**config.mk**
```make
export PLATFORM = sky130hd
export DESIGN_NAME = pci_config_space_enumerator
export DESIGN_NICKNAME = d
export VERILOG_FILES = /design/src/design/pce_pkg.sv /design/src/design/pce_step.sv /design/src/design/pce_rbuf.sv /design/src/design/pci_config_space_enumerator.sv
export SDC_FILE = /design/constraint.sdc
export NUM_CORES = 1
export LEC_CHECK = 0
export BUFFER_PORTS_ARGS = -buffer_cell sky130_fd_sc_hd__buf_4
export CAP_MARGIN = 10
export CORE_ASPECT_RATIO = 0.7
export CORE_MARGIN = 1.5
export CORE_UTILIZATION = 53
export CTS_CLUSTER_DIAMETER = 60
export DETAILED_ROUTE_END_ITERATION = 10
export PLACE_DENSITY = 0.74
export SLEW_MARGIN = 5
export SYNTH_ARGS = -nofsm -noshare
export SYNTH_HDL_FRONTEND = slang
export SYNTH_SLANG_ARGS = --single-unit
export TNS_END_PERCENT = 30
```
**constraint.sdc**
```tcl
create_clock -name clk -period 9.6 [get_ports clk]
set_clock_uncertainty 0.15 [all_clocks]
set_input_delay 1.92 -clock clk [delete_from_list [all_inputs] [get_ports clk]]
set_output_delay 1.92 -clock clk [all_outputs]
set_load 0.05 [all_outputs]
```
**src/design/pce_pkg.sv**
```systemverilog
`timescale 1ns / 1ps

package pce_pkg;

	localparam int MAX_DEVICES = 64;

	typedef enum logic [2:0] {
		KIND_REQUEST = 3'd0,
		KIND_IDENTITY = 3'd1,
		KIND_BAR = 3'd2,
		KIND_DEV_END = 3'd3,
		KIND_FINISH = 3'd4
	} kind_t;

	typedef enum logic [2:0] {
		PH_ID = 3'd0,
		PH_CLASS = 3'd1,
		PH_BAR = 3'd2,
		PH_BARHI = 3'd3,
		PH_IRQ = 3'd4,
		PH_HDR = 3'd5
	} phase_t;

	localparam logic [1:0] ST_OK = 2'd0;
	localparam logic [1:0] ST_NO_BASE = 2'd1;
	localparam logic [1:0] ST_NONE_FOUND = 2'd2;

	localparam logic [1:0] REG_ECAM_BASE = 2'd0;
	localparam logic [1:0] REG_FIRST_BUS = 2'd1;
	localparam logic [1:0] REG_LAST_BUS = 2'd2;

	localparam logic OP_START = 1'b0;

	typedef struct packed {
		logic busy;
		phase_t phase;
		logic [7:0] bus;
		logic [4:0] dev;
		logic [2:0] fn;
		logic [2:0] bar_slot;
		logic [6:0] count;
		logic [31:0] held_identity;
		logic [31:0] held_bar_low;
	} scan_state_t;

	typedef struct packed {
		kind_t kind;
		logic [63:0] address;
		logic [7:0] bus_number;
		logic [4:0] device_number;
		logic [2:0] function_number;
		logic [31:0] identity;
		logic [23:0] class_triple;
		logic [2:0] bar_index;
		logic [63:0] value;
		logic [1:0] status;
		logic last;
	} result_t;

endpackage

```
**src/design/pce_step.sv**
```systemverilog
`timescale 1ns / 1ps

module pce_step (
	input pce_pkg::scan_state_t st,
	input logic op,
	input logic [31:0] data,
	input logic [63:0] ecam_base,
	input logic [7:0] first_bus,
	input logic [7:0] last_bus,
	output pce_pkg::scan_state_t st_next,
	output pce_pkg::result_t res [3],
	output logic [1:0] n
);

	localparam logic [11:0] OFF_ID = 12'h000;
	localparam logic [11:0] OFF_CLASS = 12'h008;
	localparam logic [11:0] OFF_HDR = 12'h00c;
	localparam logic [11:0] OFF_BAR0 = 12'h010;
	localparam logic [11:0] OFF_IRQ = 12'h03c;

	typedef struct packed {
		logic fin;
		logic [1:0] status;
		logic [7:0] bus;
		logic [4:0] dev;
		logic [2:0] fn;
	} walk_t;

	logic [7:0] end_bus;
	logic limit;
	logic [1:0] done_status;
	walk_t nd, nf, here;

	function automatic pce_pkg::result_t at_here(input pce_pkg::scan_state_t s,
			input pce_pkg::kind_t k);
		pce_pkg::result_t r;
		r = '0;
		r.kind = k;
		r.bus_number = s.bus;
		r.device_number = s.dev;
		r.function_number = s.fn;
		return r;
	endfunction

	// walk to the next slot / next function, as seen from the current position
	always_comb begin
		end_bus = (last_bus < first_bus) ? first_bus : last_bus;
		limit = st.count >= 7'(pce_pkg::MAX_DEVICES);
		done_status = (st.count != 7'd0) ? pce_pkg::ST_OK : pce_pkg::ST_NONE_FOUND;
		here = '{fin: 1'b0, status: done_status, bus: st.bus, dev: st.dev, fn: st.fn};
		nd = '{fin: 1'b1, status: done_status, bus: st.bus, dev: st.dev, fn: 3'd0};
		if (!limit) begin
			if (st.dev != 5'd31) begin
				nd.fin = 1'b0;
				nd.dev = st.dev + 5'd1;
			end else if (!(st.bus == 8'hff || st.bus >= end_bus)) begin
				nd.fin = 1'b0;
				nd.bus = st.bus + 8'd1;
				nd.dev = 5'd0;
			end
		end
		nf = nd;
		if (!limit && st.fn != 3'd7) begin
			nf = here;
			nf.fn = st.fn + 3'd1;
		end
	end

	pce_pkg::result_t pre0, pre1, tail;
	logic [1:0] k;
	logic use_tail;
	walk_t w;
	logic [11:0] off;
	logic [2:0] s;

	always_comb begin
		st_next = st;
		pre0 = '0;
		pre1 = '0;
		k = 2'd0;
		use_tail = 1'b1;
		w = here;
		off = OFF_ID;
		s = st.bar_slot;

		if (op == pce_pkg::OP_START) begin
			if (ecam_base == 64'd0) begin
				w.fin = 1'b1;
				w.status = pce_pkg::ST_NO_BASE;
			end else begin
				st_next.count = 7'd0;
				st_next.bar_slot = 3'd0;
				st_next.phase = pce_pkg::PH_ID;
				st_next.busy = 1'b1;
				w = '{fin: 1'b0, status: pce_pkg::ST_OK, bus: first_bus, dev: 5'd0,
					fn: 3'd0};
			end
		end else if (!st.busy) begin
			use_tail = 1'b0;
		end else begin
			case (st.phase)
				pce_pkg::PH_ID: begin
					if (data[15:0] == 16'hffff) begin
						w = (st.fn == 3'd0) ? nd : nf;
						st_next.phase = pce_pkg::PH_ID;
					end else begin
						st_next.held_identity = data;
						st_next.phase = pce_pkg::PH_CLASS;
						off = OFF_CLASS;
					end
				end
				pce_pkg::PH_CLASS: begin
					st_next.count = st.count + 7'd1;
					pre0 = at_here(st, pce_pkg::KIND_IDENTITY);
					pre0.identity = st.held_identity;
					pre0.class_triple = data[31:8];
					k = 2'd1;
					s = 3'd0;
				end
				pce_pkg::PH_BAR: begin
					pre0 = at_here(st, pce_pkg::KIND_BAR);
					pre0.bar_index = st.bar_slot;
					k = 2'd1;
					s = st.bar_slot + 3'd1;
					if (data == 32'd0 || data == 32'hffffffff) begin
						pre0.value = 64'd0;
					end else if (data[0]) begin
						pre0.value = {32'd0, data[31:2], 2'b00};
					end else if (data[2:1] == 2'd2 && st.bar_slot < 3'd5) begin
						// 64-bit memory BAR: fetch the upper half first
						k = 2'd0;
						st_next.held_bar_low = data;
						st_next.phase = pce_pkg::PH_BARHI;
						s = st.bar_slot;
					end else begin
						pre0.value = {32'd0, data[31:4], 4'b0000};
					end
				end
				pce_pkg::PH_BARHI: begin
					pre0 = at_here(st, pce_pkg::KIND_BAR);
					pre0.bar_index = st.bar_slot;
					pre0.value = {data, st.held_bar_low[31:4], 4'b0000};
					pre1 = at_here(st, pce_pkg::KIND_BAR);
					pre1.bar_index = st.bar_slot + 3'd1;
					k = 2'd2;
					s = st.bar_slot + 3'd2;
				end
				pce_pkg::PH_IRQ: begin
					pre0 = at_here(st, pce_pkg::KIND_DEV_END);
					pre0.value = {56'd0, data[7:0]};
					k = 2'd1;
					if (st.fn == 3'd0) begin
						st_next.phase = pce_pkg::PH_HDR;
						off = OFF_HDR;
					end else begin
						w = nf;
						st_next.phase = pce_pkg::PH_ID;
					end
				end
				default: begin
					w = data[23] ? nf : nd;
					st_next.phase = pce_pkg::PH_ID;
				end
			endcase

			// slot walk after the identity record or a BAR has been reported
			if (st.phase == pce_pkg::PH_CLASS || st.phase == pce_pkg::PH_BARHI ||
					(st.phase == pce_pkg::PH_BAR && k != 2'd0)) begin
				st_next.bar_slot = s;
				if (s < 3'd6) begin
					st_next.phase = pce_pkg::PH_BAR;
					off = OFF_BAR0 + {7'd0, s, 2'b00};
				end else begin
					st_next.phase = pce_pkg::PH_IRQ;
					off = OFF_IRQ;
				end
			end else if (st.phase == pce_pkg::PH_BAR) begin
				off = OFF_BAR0 + {7'd0, st.bar_slot + 3'd1, 2'b00};
			end
		end

		tail = '0;
		tail.last = 1'b1;
		if (w.fin) begin
			tail.kind = pce_pkg::KIND_FINISH;
			tail.value = {57'd0, st_next.count};
			tail.status = w.status;
			st_next.busy = 1'b0;
		end else begin
			tail.kind = pce_pkg::KIND_REQUEST;
			tail.address = ecam_base + {36'd0, w.bus, w.dev, w.fn, off};
			tail.bus_number = w.bus;
			tail.device_number = w.dev;
			tail.function_number = w.fn;
			if (use_tail) begin
				st_next.bus = w.bus;
				st_next.dev = w.dev;
				st_next.fn = w.fn;
			end
		end

		res[0] = pre0;
		res[1] = pre1;
		res[2] = '0;
		res[k] = tail;
		n = use_tail ? k + 2'd1 : 2'd0;
		if (!use_tail) begin
			st_next = st;
		end
	end

endmodule

```
**src/design/pce_rbuf.sv**
```systemverilog
`timescale 1ns / 1ps

module pce_rbuf (
	input logic clk,
	input logic arst_n,
	input logic load,
	input pce_pkg::result_t res [3],
	input logic [1:0] n,
	input logic ready,
	output logic valid,
	output pce_pkg::result_t head,
	output logic can_load
);

	pce_pkg::result_t slot_q [3];
	logic [1:0] n_q;
	logic pop;

	assign valid = n_q != 2'd0;
	assign head = slot_q[0];
	assign pop = valid && ready;
	// refill only once the buffer is empty or its last queued result leaves this cycle
	assign can_load = (n_q == 2'd0) || (n_q == 2'd1 && pop);

	always_ff @(posedge clk or negedge arst_n) begin
		if (!arst_n) begin
			n_q <= 2'd0;
		end else if (load) begin
			n_q <= n;
		end else if (pop) begin
			n_q <= n_q - 2'd1;
		end
	end

	always_ff @(posedge clk) begin
		if (load) begin
			slot_q[0] <= res[0];
			slot_q[1] <= res[1];
			slot_q[2] <= res[2];
		end else if (pop) begin
			slot_q[0] <= slot_q[1];
			slot_q[1] <= slot_q[2];
		end
	end

endmodule

```
**src/design/pci_config_space_enumerator.sv**
```systemverilog
// PCI ECAM bus enumerator. Program ecam_base, first_bus and last_bus, then send a request
// with tuser 0 to start a scan; each configuration read request comes out with kind 0 and
// its dword is returned as a request with tuser 1. Per present function the block emits an
// identity record, six decoded BARs and a device-end record with the IRQ line, and ends with
// a finish record carrying the device count and status. Input requests are registered and
// decoded in a single pass into a three-entry result buffer: one request is taken per cycle
// while each produces one result and the output is not stalled; a request producing n
// results (at most three) holds the input while the buffer drains them, one per ready cycle.
`timescale 1ns / 1ps

module pci_config_space_enumerator (
	input logic clk,
	input logic arst_n,
	input logic cfg_wr_en,
	input logic [1:0] cfg_index,
	input logic [63:0] cfg_wr_data,
	input logic s_axis_tvalid,
	output logic s_axis_tready,
	input logic [31:0] s_axis_tdata, // read_data
	input logic s_axis_tuser, // operation
	output logic m_axis_tvalid,
	input logic m_axis_tready,
	// address, bus_number, device_number, function_number, identity, class_triple,
	// bar_index, value, status, zero pad
	output logic [207:0] m_axis_tdata,
	output logic [2:0] m_axis_tuser, // kind
	output logic m_axis_tlast
);

	logic [63:0] ecam_base_q;
	logic [7:0] first_bus_q, last_bus_q;

	logic valid_s1, op_s1;
	logic [31:0] data_s1;

	pce_pkg::scan_state_t st_q, st_next;
	pce_pkg::result_t res [3];
	pce_pkg::result_t head;
	logic [1:0] n;
	logic can_load, process;

	assign process = valid_s1 && can_load;
	assign s_axis_tready = !valid_s1 || can_load;

	always_ff @(posedge clk or negedge arst_n) begin
		if (!arst_n) begin
			ecam_base_q <= 64'd0;
			first_bus_q <= 8'd0;
			last_bus_q <= 8'd0;
		end else if (cfg_wr_en) begin
			case (cfg_index)
				pce_pkg::REG_ECAM_BASE: ecam_base_q <= cfg_wr_data;
				pce_pkg::REG_FIRST_BUS: first_bus_q <= cfg_wr_data[7:0];
				pce_pkg::REG_LAST_BUS: last_bus_q <= cfg_wr_data[7:0];
				default: ;
			endcase
		end
	end

	always_ff @(posedge clk or negedge arst_n) begin
		if (!arst_n) begin
			valid_s1 <= 1'b0;
		end else if (s_axis_tready) begin
			valid_s1 <= s_axis_tvalid;
		end
	end

	always_ff @(posedge clk) begin
		if (s_axis_tready && s_axis_tvalid) begin
			op_s1 <= s_axis_tuser;
			data_s1 <= s_axis_tdata;
		end
	end

	always_ff @(posedge clk or negedge arst_n) begin
		if (!arst_n) begin
			st_q <= '0;
		end else if (process) begin
			st_q <= st_next;
		end
	end

	pce_step u_step (
		.st(st_q),
		.op(op_s1),
		.data(data_s1),
		.ecam_base(ecam_base_q),
		.first_bus(first_bus_q),
		.last_bus(last_bus_q),
		.st_next(st_next),
		.res(res),
		.n(n)
	);

	pce_rbuf u_rbuf (
		.clk(clk),
		.arst_n(arst_n),
		.load(process),
		.res(res),
		.n(n),
		.ready(m_axis_tready),
		.valid(m_axis_tvalid),
		.head(head),
		.can_load(can_load)
	);

	assign m_axis_tdata = {3'd0, head.status, head.value, head.bar_index, head.class_triple,
		head.identity, head.function_number, head.device_number, head.bus_number,
		head.address};
	assign m_axis_tuser = head.kind;
	assign m_axis_tlast = head.last;

endmodule

```
==> flow_summary.ini, run 1 <==
[outcome]
status = finished, final reports clean

[setup_path]
critical_path_class = reg2reg
path_delay_family = compound AO/OA/AOI/OAI gates
rr_worst_depth = 27
critical_path.max_fanout = 18
path_buf_inv = 2
required_ps = 9770
r2r-end = u_rbuf.slot_q[0][410]$_DFFE_PP_
regToRegSetupSlack_ps = 1830
crit_arrival_ps = 7940
crit_path_start_kind = flip-flop
slowest_delay_ps = 1040
worst_path_max_delay_cell = a221oi_4
critPathCaptureType = flip-flop
r2r-start = first_bus_q[1]$_DFFE_PN0P_

[timing]
tightestPinTransition_ps = 1270
fin_crit_sh_pct = 81.0
hold_viol_final = 0
finalMaxSlewViolations = 0
hold-worst-slack_ps = 347
fin_setup_tns_ps = 0
setup_violations = 0
fin_crit_ps = 7770
slew_headroom_pct = 15.4
fin_ws_ps = 1830
fmax_ghz = 0.129
rsz0062_at_grt = false

[clock_network]
clockRootBuffer = clkbuf_16
htree_levels = 2
clock_latency_ps = 630
clock-sinks = 601
path_clk_slew_ps = 70
cts_tree = built
cts.repair.resized = 0
numCtsBuffers = 56
post_cts_buffers = 0
cts_buffer_depth = 3
hold_buffers = 0

[synthesis]
avgSynthCellArea_um2 = 12.2
yosysUniqueCellTypes = 88
synth-edff-count = 428
ys_ff_latch = 601
yosys.area.top_type_share_pct = 44.9
synth_area_leaders = edfxtp_1, dfrtp_1, buf_4
ys_seq_area_share_pct = 60.1
synth_ff_type = edfxtp_1
synth_area_mm2 = 0.0286
async_reset_ff_share_pct = 28.8
synthCells = 2340
synth_top_cell_by_area = edfxtp_1
yosysWarnings = 0

[route]
drc = 0
vias = 18720
wl_met1_um = 32200
drtAntennaViolNets = 0
drtPass1Iterations = 6
drt_iter0_drc = 1908
routed.top_layer = met4
wl_per_cell_um = 22.7
route.met2.wl_um = 33300
dr_wl_met3_um = 5380
viasPerCell = 5.86
drt_wl_total_um = 72400

[place]
place_ws_ps = 1930
gpl.final_weighted_congestion = 0.885
place_hpwl_um = 48500
port_buffers = 314

[power]
leakage_nw = 12.8
power_density_mw_per_mm2 = 352
vdd_drop_max_mv = 0.268

[global_route]
grt_pass1_vias = 18001
grt_pass1_wl_um = 109000
antenna_found_initial = 3
grt_max_degree = 162
grt_use_total_pct = 25.8
gr-total-overflow = 0

[die]
pin_count = 318
row_count = 71
die-area_mm2 = 0.0554
dieWidth_um = 281
core_mm2 = 0.0535
die_h_um = 197
start_util_pct = 53.5

[min_path]
hold_class = reg2reg
min_to = st_q[55]$_DFFE_PN0P_
holdPathStages = 1
hold_start = st_q[55]$_DFFE_PN0P_

[final_layout]
area_growth_pct = 11.9
drive_gt1_share_pct = 24.7
layout_common_cells = edfxtp_1, buf_4, nand2_1, dfrtp_1, o21ai_0
n_fill_cell = 4347
antenna_cells = 0
final_common_cell = edfxtp_1
fin_nets = 2573

[job]
maxCapViolCount = 0
how the worst max path moves through the flow:
stage / from / end / slack (ps) / depth (start not counted)
floorplan: m_axis_tready / u_rbuf.n_q[0]$_DFFE_PN0P_ / 2800 / 4
global placement: first_bus_q[1]$_DFFE_PN0P_ / u_rbuf.slot_q[0][201]$_DFFE_PP_ / 2070 / 27
detailed placement: first_bus_q[1]$_DFFE_PN0P_ / u_rbuf.slot_q[0][410]$_DFFE_PP_ / 1930 / 27
CTS: first_bus_q[1]$_DFFE_PN0P_ / u_rbuf.slot_q[0][410]$_DFFE_PP_ / 1890 / 27
global route: first_bus_q[1]$_DFFE_PN0P_ / u_rbuf.slot_q[0][410]$_DFFE_PP_ / 1260 / 27
finish: first_bus_q[1]$_DFFE_PN0P_ / u_rbuf.slot_q[0][410]$_DFFE_PP_ / 1830 / 27
state kept, by name (all words and copies together), names as in the netlist:
register,count
u_rbuf.slot_q,395
st_q,90
ecam_base_q,64
data_s1,32
first_bus_q,8
last_bus_q,8
u_rbuf.n_q,2
op_s1,1
valid_s1,1
where the power goes:
| part | internal, mW | switching, mW | total [mW] |
|---|---|---|---|
| combinational | 1.22 | 3.10 | 4.32 |
| sequential | 4.07 | 0.557 | 4.63 |
| clock | 1.33 | 0.985 | 2.31 |
| total | 6.62 | 4.64 | 11.3 |
kinds of logic after synthesis:
kind of cell | share of synthesized area, %
adders and majority gates | 2.39
muxes | 5.79
xor gates and xnor gates | 2.02
and+or+nand+nor | 11.7
DFF | 60.1
AOI/OAI and AO/OA | 10.3
other | 0.0131
buffers and inverters | 7.75
area by class of cell:
class,count,area [um^2],share of cell area (%)
Sequential cell,601,17200,53.7
Multi-Input combinational cell,1372,9260,28.9
Timing Repair Buffer,337,2550,7.96
Clock buffer,84,1650,5.14
Tap cell,730,913,2.85
Clock inverter,22,279,0.872
Inverter,47,178,0.555
through the flow:
step	cell area, um^2	instances	power, mW	util [%]
2_1_floorplan	28600	2342	8.04	-
3_3_place_gp	30100	3087	8.90	56.2
3_5_place_dp	30100	3087	8.99	56.2
4_1_cts	32000	3193	11.3	59.8
5_1_grt	32000	3193	11.8	59.8
6_report	32000	3193	11.3	59.8
layer usage:
metal,GRT usage [%],vias up
li1,-,8478
met1,38.7,9414
met2,38.8,736
met3,4.52,92
met4,6.69,0
met5,0,-
cell usage after synthesis, types with 4 or more instances:
cell type / n
a211o_1: 5
a211oi_1: 5
a21o_1: 15
a21oi_1: 45
a22o_1: 71
a22oi_1: 38
a31oi_1: 5
and2_1: 100
and3_1: 35
buf_2: 21
buf_4: 212
clkbuf_1: 84
dfrtp_1: 173
edfxtp_1: 428
ha_1: 53
inv_1: 46
mux2_2: 139
mux2i_1: 9
nand2_1: 200
nand2b_1: 10
nand3_1: 43
nand4_1: 22
nor2_1: 129
nor2b_1: 9
nor3_1: 31
nor3_2: 5
nor4_1: 33
nor4_2: 6
nor4b_1: 4
o211ai_1: 10
o21a_1: 11
o21ai_0: 156
o21ai_1: 31
o22ai_1: 8
o31ai_1: 8
or2_2: 4
or3_1: 4
xnor2_1: 49
xor2_1: 15
worst register-to-register path, cell delays in order (launching register included):
cell	delay [ps]
dfrtp_1	400
inv_1	70
ha_1	280
a21oi_1	130
nor2b_1	60
o21ai_0	130
a21oi_1	90
o211ai_1	160
nand2_1	280
mux2i_1	200
ha_1	330
a2111oi_0	520
nor3_1	130
a21oi_1	490
o21bai_1	220
o21ai_0	200
nand2_1	90
a32oi_1	490
inv_1	130
ha_1	360
and4_4	180
and3_1	220
a221oi_2	290
o211ai_2	220
a221oi_4	1040
nor2_1	170
xnor2_1	330
o21ai_0	130
(Power assumes the default switching activity.)
==> inputs of run 2 (changes only) <==
==> constraint.sdc (replaced) <==
create_clock -name clk -period 8.1 [get_ports clk]
set_clock_uncertainty 0.15 [all_clocks]
set_input_delay 1.62 -clock clk [delete_from_list [all_inputs] [get_ports clk]]
set_output_delay 1.62 -clock clk [all_outputs]
set_load 0.05 [all_outputs]
==> run 2 against run 1 <==
Global-route usage rose by 0.15 points. Critical endpoint is now u_rbuf.slot_q[0][408]$_DFFE_PP_. Cell count rose by 0.22%. Clock power grew 17%. First-iteration DRC count is 1.8% higher. Core utilization up 0.077 points. Sequential cell count unchanged. Maximum frequency up 7.4%. Register-to-register slack worse by 960 ps. Combinational power increased by 20%. Design area increased by 0.13%. Via count increased by 1.2%. Hold slack improved by 0.95 ps.
==> flow_summary.ini, run 2 (same netlist as run 1, synthesis figures left out) <==
[setup_path]
critical_path.max_fanout = 9
crit_path_start_kind = flip-flop
path_delay_family = compound AO/OA/AOI/OAI gates
slowest_delay_ps = 470
path_buf_inv = 3
cp_common_cell = o21ai_0
critPathCaptureType = flip-flop
crit_arrival_ps = 7400
critical_path_class = reg2reg
worst_path_max_delay_cell = or4b_1
required_ps = 8260

[route]
drc = 0
vias = 18940
drt_wl_total_um = 72800
drt_iter0_drc = 1942
drtPass1Iterations = 6
drtAntennaViolNets = 0
wl_per_cell_um = 22.7
viasPerCell = 5.92

[die]
core_mm2 = 0.0535
start_util_pct = 53.5
die-area_mm2 = 0.0554
pin_count = 318
dieWidth_um = 281
die_h_um = 197
row_count = 71

[timing]
rsz0062_at_grt = false
fin_setup_tns_ps = 0
setup_violations = 0
hold_viol_final = 0
fin_ws_ps = 864
slew_headroom_pct = 20.5
tightestPinTransition_ps = 1190
fmax_ghz = 0.138
finalMaxSlewViolations = 0
fin_crit_ps = 7240
fin_crit_sh_pct = 89.3

[clock_network]
htree_levels = 2
cts_tree = built
numCtsBuffers = 56
clockRootBuffer = clkbuf_16
clock_latency_ps = 620
path_clk_slew_ps = 60
cts_buffer_depth = 3
clock-sinks = 601

[power]
vdd_drop_max_mv = 0.252
power_density_mw_per_mm2 = 418
leakage_nw = 12.8

[global_route]
grt_use_total_pct = 25.9
grt_pass1_vias = 18184
grt_max_degree = 152
antenna_found_initial = 2
gr-total-overflow = 0
grt_pass1_wl_um = 109000

[place]
gpl.final_weighted_congestion = 0.922
place_hpwl_um = 49200
place_ws_ps = 740
port_buffers = 314

[job]
maxCapViolCount = 0

[final_layout]
drive_gt1_share_pct = 25.0
fin_nets = 2579
finalCoreUtilization_pct = 59.9
largest_register_ff_count = 395
regMostFlops = u_rbuf.slot_q
layout_common_cells = edfxtp_1, buf_4, nand2_1, dfrtp_1, o21ai_0
area_growth_pct = 12.0
n_fill_cell = 4258
reg_top3 = u_rbuf.slot_q: 395 flops, st_q: 90 flops, ecam_base_q: 64 flops
final_common_cell = edfxtp_1

[min_path]
hold_class = reg2reg

[outcome]
status = finished, final reports clean
[run 2: routing by layer]
metal  global-route usage [%]  vias up  share of wire [%]
met5                        0        -                  0
met1                     38.4     9499                 44
met4                     8.29        0                2.6
met2                     38.1      817                 45
met3                     5.63      129                8.7
li1                         -     8495                  -
[run 2: worst paths after layout]
path | slack (ps) | cells after the start | endpoint | from
max | 860 | 28 | u_rbuf.slot_q[0][408]$_DFFE_PP_ | first_bus_q[1]$_DFFE_PN0P_
min | 350 | 1 | st_q[53]$_DFFE_PN0P_ | st_q[53]$_DFFE_PN0P_
max reg2reg | 860 | 28 | u_rbuf.slot_q[0][408]$_DFFE_PP_ | first_bus_q[1]$_DFFE_PN0P_
min reg2reg | 350 | 1 | st_q[53]$_DFFE_PN0P_ | st_q[53]$_DFFE_PN0P_
max in group asynchronous | 5700 | 2 | st_q[51]$_DFFE_PN0P_ | arst_n
min in group asynchronous | 780 | 1 | st_q[38]$_DFFE_PN0P_ | arst_n
[run 2: layout make-up]
class | count | area [um^2] | area share, %
tap | 730 | 913 | 2.85
timing repair buffer | 343 | 2620 | 8.16
clock inverter | 37 | 347 | 1.08
sequential | 601 | 17200 | 53.6
clock buffer | 69 | 1540 | 4.81
inverter | 47 | 178 | 0.554
antenna | 1 | 2.50 | 0.00781
multi-input combinational | 1372 | 9270 | 28.9
[run 2: worst reg2reg max path, delay by kind of cell (launching register included)]
family / cells / cell delay [ps]
compound gates: 13 / 2840
flops: 1 / 440
mux: 1 / 260
xor+xnor: 1 / 260
simple gates: 7 / 1670
buf+inv: 3 / 390
fa+ha+maj: 3 / 910
[run 2: per-stage QoR]
stage	instance area [um^2]	cells	total power [mW]	hold WS, ps
finish	32000	3200	13.4	348
global route	32000	3199	14.0	360
CTS	32000	3196	13.4	353
detailed placement	30100	3090	10.7	338
global placement	30100	3090	10.6	331
floorplan	28600	2342	9.53	322
[run 2: report_power, final]
group / internal (mW) / switching [mW] / total, mW / leakage, nW
combinational: 1.49 / 3.72 / 5.20 / 5.41
clock: 1.52 / 1.19 / 2.71 / 0.931
sequential: 4.82 / 0.648 / 5.47 / 6.45
[run 2: what timing repair did]
action | CTS | global route
endpoints found under the setup margin | 0 | 6
gates resized for setup | 0 | 1
hold buffers | 0 | 0
buffers inserted | 0 | 2
